[config.mk]
export PLATFORM = sky130hd
export DESIGN_NAME = c2s_isqrt
export DESIGN_NICKNAME = d
export VERILOG_FILES = /design/src/hw/rtl/c2s_pkg.sv /design/src/hw/rtl/c2s_isqrt.sv
export SDC_FILE = /design/constraint.sdc
export NUM_CORES = 2
export LEC_CHECK = 0
export ABC_CLOCK_PERIOD_IN_PS = 9000
export BUFFER_PORTS_ARGS = -buffer_cell sky130_fd_sc_hd__buf_2
export CORE_MARGIN = 1.5
export CORE_UTILIZATION = 55
export DETAILED_ROUTE_END_ITERATION = 7
export GPL_ROUTABILITY_DRIVEN = 1
export PLACE_DENSITY_LB_ADDON = 0.05
export SYNTH_ARGS = -nofsm -noshare
export SYNTH_HDL_FRONTEND = slang
export SYNTH_SLANG_ARGS = --single-unit
[constraint.sdc]
create_clock -name clk -period 9 [get_ports clk]
set_clock_uncertainty 0.15 [all_clocks]
set_input_delay 0.9 -clock clk [delete_from_list [all_inputs] [get_ports clk]]
set_output_delay 0.9 -clock clk [all_outputs]
set_load 0.01 [all_outputs]
[src/hw/rtl/c2s_pkg.sv]
`timescale 1ns / 1ps
package c2s_pkg;

    // Input transaction: Q16.16 point
    typedef struct packed {
        logic signed [31:0] coord_x;
        logic signed [31:0] coord_y;
        logic signed [31:0] coord_z;
    } in_t;

    // Output transaction
    typedef struct packed {
        logic [31:0] radius;
        logic [29:0] polar_angle;
        logic [30:0] azimuth;
        logic        zero_vector;
    } out_t;

    // Micro-rotation count, capped at 62
    localparam int CORDIC_ITERATIONS = 30;
    localparam int CORDIC_N = (CORDIC_ITERATIONS > 62) ? 62 : CORDIC_ITERATIONS;

    // Square root: one result bit per stage plus a rounding stage
    localparam int SQRT_STEPS = 32;
    localparam int SQRT_LAT   = SQRT_STEPS + 1;

    // CORDIC vector width (16 guard bits) and angle width (Q2.30 plus headroom)
    localparam int CW = 52;
    localparam int AW = 36;

    // Front stages (input, squares, two adds), square roots, prep, CORDIC, three finishing stages
    localparam int NSTAGE = 4 + SQRT_LAT + 1 + CORDIC_N + 3;

    localparam logic signed [AW-1:0] PI_Q30         = 36'sd3373259426;
    localparam logic signed [AW-1:0] HALF_PI_Q30    = 36'sd1686629713;
    localparam logic signed [AW-1:0] THR_HALF_PI_Q30 = 36'sd5059889139;
    localparam logic signed [AW-1:0] TWO_PI_Q30     = 36'sd6746518852;
    localparam logic [30:0]          TWO_PI_Q28     = 31'd1686629713;

    // Side information carried alongside the CORDIC lanes
    typedef struct packed {
        logic        zero;
        logic        xy0;
        logic        z0;
        logic        zpos;
        logic        y0;
        logic        x0;
        logic        xneg;
        logic        ypos;
        logic [31:0] rho;
    } side_t;

    // atan(2^-i) in Q2.30, first ten entries
    localparam logic [31:0] ATAN_HEAD [0:9] = '{
        32'd843314857, 32'd497837829, 32'd263043837, 32'd133525159, 32'd67021687,
        32'd33543516,  32'd16775851,  32'd8388437,   32'd4194283,   32'd2097149
    };

    function automatic logic signed [AW-1:0] step_angle(input int i);
        logic signed [AW-1:0] r;
        r = '0;
        if (i < 10)
            r = AW'(ATAN_HEAD[i]);
        else if (i <= 30)
            r = AW'(64'd1 << (30 - i));
        return r;
    endfunction

endpackage

[src/hw/rtl/c2s_isqrt.sv]
`timescale 1ns / 1ps
// Pipelined integer square root, rounded to nearest, one root bit per stage
module c2s_isqrt (
    input  logic        clk,
    input  logic        en,
    input  logic [63:0] radicand,
    output logic [31:0] root
);
    import c2s_pkg::*;

    logic [63:0] rem_reg  [0:SQRT_STEPS-1];
    logic [63:0] root_reg [0:SQRT_STEPS-1];
    logic [31:0] out_reg;

    genvar k;
    generate
        for (k = 0; k < SQRT_STEPS; k++) begin : g_step
            localparam logic [63:0] BIT = 64'd1 << (62 - 2 * k);
            logic [63:0] rem_in;
            logic [63:0] root_in;
            logic [63:0] trial;
            logic [63:0] rem_next;
            logic [63:0] root_next;

            if (k == 0) begin : g_first
                assign rem_in  = radicand;
                assign root_in = '0;
            end
            else begin : g_rest
                assign rem_in  = rem_reg[k-1];
                assign root_in = root_reg[k-1];
            end

            // Restoring step: subtract when the trial value fits
            always_comb
            begin
                trial = root_in + BIT;
                if (rem_in >= trial)
                begin
                    rem_next  = rem_in - trial;
                    root_next = (root_in >> 1) + BIT;
                end
                else
                begin
                    rem_next  = rem_in;
                    root_next = root_in >> 1;
                end
            end

            always_ff @(posedge clk)
            begin
                if (en)
                begin
                    rem_reg[k]  <= rem_next;
                    root_reg[k] <= root_next;
                end
            end
        end
    endgenerate

    // Round to nearest: bump when remainder exceeds root
    always_ff @(posedge clk)
    begin
        if (en)
            out_reg <= root_reg[SQRT_STEPS-1][31:0] +
                       32'(rem_reg[SQRT_STEPS-1] > root_reg[SQRT_STEPS-1]);
    end

    assign root = out_reg;

endmodule

==> impl_metrics.py <==
metrics = {
    "outcome": {
        "outcome": "finished clean",
    },
    "logic_synthesis": {
        "synth_edf_count": 2608,
        "synth_area_leaders": "edfxtp_1 (62%), ha_1 (5.9%), xnor2_1 (4.0%), xor2_1 (2.8%), a21oi_1 (2.5%)",
        "avgSynthCellArea_um2": 12.5,
        "synth_ff_type": "edfxtp_1",
        "synth_top_area_cell": "edfxtp_1",
        "ys_seq_area_share_pct": 62.2,
        "syn_inst": 10100,
        "synth_area_um2": 126000,
        "synth_warnings": 0,
        "async_flop_share_pct": 0,
        "ys_seq_elements": 2608,
        "synth_cell_types": 93,
        "synth_nets": 10800,
        "synthDominantCellAreaShare_pct": 62.2,
    },
    "clocking": {
        "clockBufferDepth": 4,
        "cts_htree_levels": 5,
        "cts.sinks": 2608,
        "cts_made_buffers": 296,
        "cts_root_buffer": "clkbuf_16",
        "cts_resized": 0,
        "worstSkewPairLatency_ns": 0.93,
        "cts_tree": "done",
        "cts.clk_slew.worst_paths_ns": 0.06,
    },
    "global_routing": {
        "grt_max_degree": 193,
        "first_global_vias": 78300,
        "grt_pass1_wl_um": 462000,
        "track_usage_pct": 25.8,
        "grt_antenna_before_repair": 8,
        "grt-ovfl-total": 0,
    },
    "timing": {
        "fin_setup_tns_ns": 0,
        "hold_viol": 0,
        "min_period_over_period_pct": 57.7,
        "setup_viol": 0,
        "period_minus_slack_ns": 5.19,
        "slew_headroom_pct": 7.78,
        "rsz0062_at_grt": "no",
        "fmax_mhz": 193,
        "worstMarginPinSlew_ns": 1.37,
        "slew_violations": 0,
    },
    "worst_setup_path": {
        "slowest_delay_ns": 1.06,
        "critical_path_class": "flop to flop",
        "worstPathRequired_ns": 9.46,
        "cp_max_fo": 28,
        "critPathArrivalTime_ns": 5.65,
        "cp-end-kind": "flop",
        "path_cells": "ha_1 > nand4_1 > a211oi_1 > o31ai_1 > a31oi_1 > a21oi_1 > o21ai_0 > nor2_2 > buf_4 > nor3_1 > nand4b_1 > a32o_1",
        "path_buf_inv": 1,
        "slowest_stage": "nor3_1",
        "crit_family": "compound AO/OA/AOI/OAI gates",
        "worst_setup_path_start_kind": "flop",
    },
    "routing": {
        "wirelength_um": 303000,
        "via_per_inst": 5.94,
        "ant_nets": 0,
        "drc": 0,
        "wl_per_cell_um": 22.2,
        "vias": 81100,
        "drtIter0Drc": 6670,
        "first_pass_iters": 6,
    },
    "placed_design": {
        "io_buffers": 97,
        "place_area_um2": 130000,
        "place.gp.congestion": 0.918,
        "place_hpwl_um": 223000,
    },
    "floorplanning": {
        "dieArea_um2": 232000,
        "rows": 175,
        "core_um2": 227000,
        "io_pins": 98,
        "start_util_pct": 55.3,
        "die_w_um": 481,
        "die_h_um": 481,
    },
    "layout": {
        "syn2layout_area_growth_pct": 11.3,
        "largest_reg_flops": 2048,
        "num-nets-final": 11100,
        "drive_above_1_share_pct": 6.71,
        "design_area_um2": 140000,
    },
    "power_and_ir_drop": {
        "peakVddDrop_v": 0.000180,
        "cellLeakagePower_nw": 52.7,
        "power_mw": 36.3,
        "cellPowerDensity_nw_per_um2": 259,
    },
    "flow_run": {
        "maxCapViolCount": 0,
    },
    "hold_path": {
        "worstHoldPathType": "input pin to flop",
    },
}
==> cell usage in the layout, fill, tap and decap left out, types with 40 or more instances in the layout <==
| master | count |
|---|---|
| a21o_1 | 270 |
| a21oi_1 | 634 |
| a31oi_1 | 49 |
| and3_1 | 60 |
| buf_2 | 96 |
| buf_4 | 46 |
| clkbuf_1 | 51 |
| clkbuf_16 | 301 |
| clkinv_1 | 46 |
| clkinv_2 | 45 |
| dlygate4sd3_1 | 61 |
| edfxtp_1 | 2608 |
| ha_1 | 594 |
| inv_1 | 746 |
| mux2_2 | 63 |
| nand2_1 | 676 |
| nand2b_1 | 116 |
| nand3_1 | 190 |
| nand4_1 | 167 |
| nor2_1 | 659 |
| nor2b_1 | 79 |
| nor3_1 | 283 |
| nor4_1 | 352 |
| nor4b_1 | 47 |
| o21a_1 | 101 |
| o21ai_0 | 485 |
| o21bai_1 | 44 |
| or2_2 | 40 |
| or3_1 | 93 |
| or4_1 | 73 |
| xnor2_1 | 572 |
| xor2_1 | 406 |
==> area by class of cell <==
cell class                 instances  area (um^2)
multi-input combinational       6569        44100
sequential                      2608        78300
antenna                            3         7.51
inverter                         747         2800
fill                           17600        87400
clock buffer                     352         7720
timing repair buffer             218         1740
clock inverter                   150         1630
tap                             3009         3760
==> routing by layer <==
layer  global-route usage, %  vias up  routed length [um]
met5                       0        -                   0
met2                    41.6     2228              143000
li1                        -    38500                   -
met4                    6.30        0                6580
met3                    3.65      449               15900
met1                    36.9    40000              137000
==> repair_timing <==
action,4_1_cts,5_1_grt
buffers inserted,0,0
endpoints found under the hold margin,61,0
hold buffers,61,0
==> report_power, final <==
| part | internal (mW) | switching (mW) | leakage [nW] |
|---|---|---|---|
| combinational | 3.14 | 4.60 | 23.1 |
| clock | 7.05 | 4.72 | 4.56 |
| sequential | 15.5 | 1.31 | 25.1 |
==> worst paths after layout <==
path                   startpoint                to  slack, ns  depth (start not counted)
setup reg to reg  rem_reg[10][25]  rem_reg[10][119]       3.81                         12
hold / removal       radicand[15]    rem_reg[0][15]       0.11                          1
hold reg to reg    rem_reg[13][6]   rem_reg[13][70]       0.26                          0
setup / recovery  rem_reg[10][25]  rem_reg[10][119]       3.81                         12
==> Yosys cell counts, drive strengths merged (24+ instances only) <==
master,instances
o211ai,28
mux2,64
xnor2,572
o21bai,44
nor3b,24
a21o,270
a31oi,49
nand4b,33
nor2,660
or3,94
clkbuf,158
nand3,191
or2,40
nand4,167
a21oi,634
nand3b,28
or4,75
and2,33
nor4b,47
nor4,356
ha,594
xor2,406
inv,746
o21ai,490
nor2b,79
and3,60
o31ai,39
edfxtp,2608
buf,30
nand2b,116
o21a,101
nor3,285
a211oi,41
nand2,677
==> through the flow <==
stage / std cells / setup slack, ns / hold WS, ns / utilization (%)
finish: 13700 / 3.81 / 0.110 / 61.6
global route: 13700 / 3.56 / 0.0532 / 61.6
CTS: 13700 / 3.99 / 0.0324 / 61.6
detailed placement: 13100 / 4.03 / 0.272 / 57.2
global placement: 13100 / 4.22 / 0.271 / 57.2
floorplan: 10100 / 5.33 / 0.267 / -
==> cells by family after synthesis <==
group / after synthesis / synth area share, %
AO/OA/AOI/OAI: 1914 / 9.39
XOR/XNOR: 978 / 6.80
adder cells (fa/ha/maj): 594 / 5.90
buffers and inverters: 935 / 2.81
flip-flops: 2608 / 62.2
multiplexers: 73 / 0.644
AND/OR/NAND/NOR: 3010 / 12.3
No activity file was read; power rests on OpenSTA's default activity.
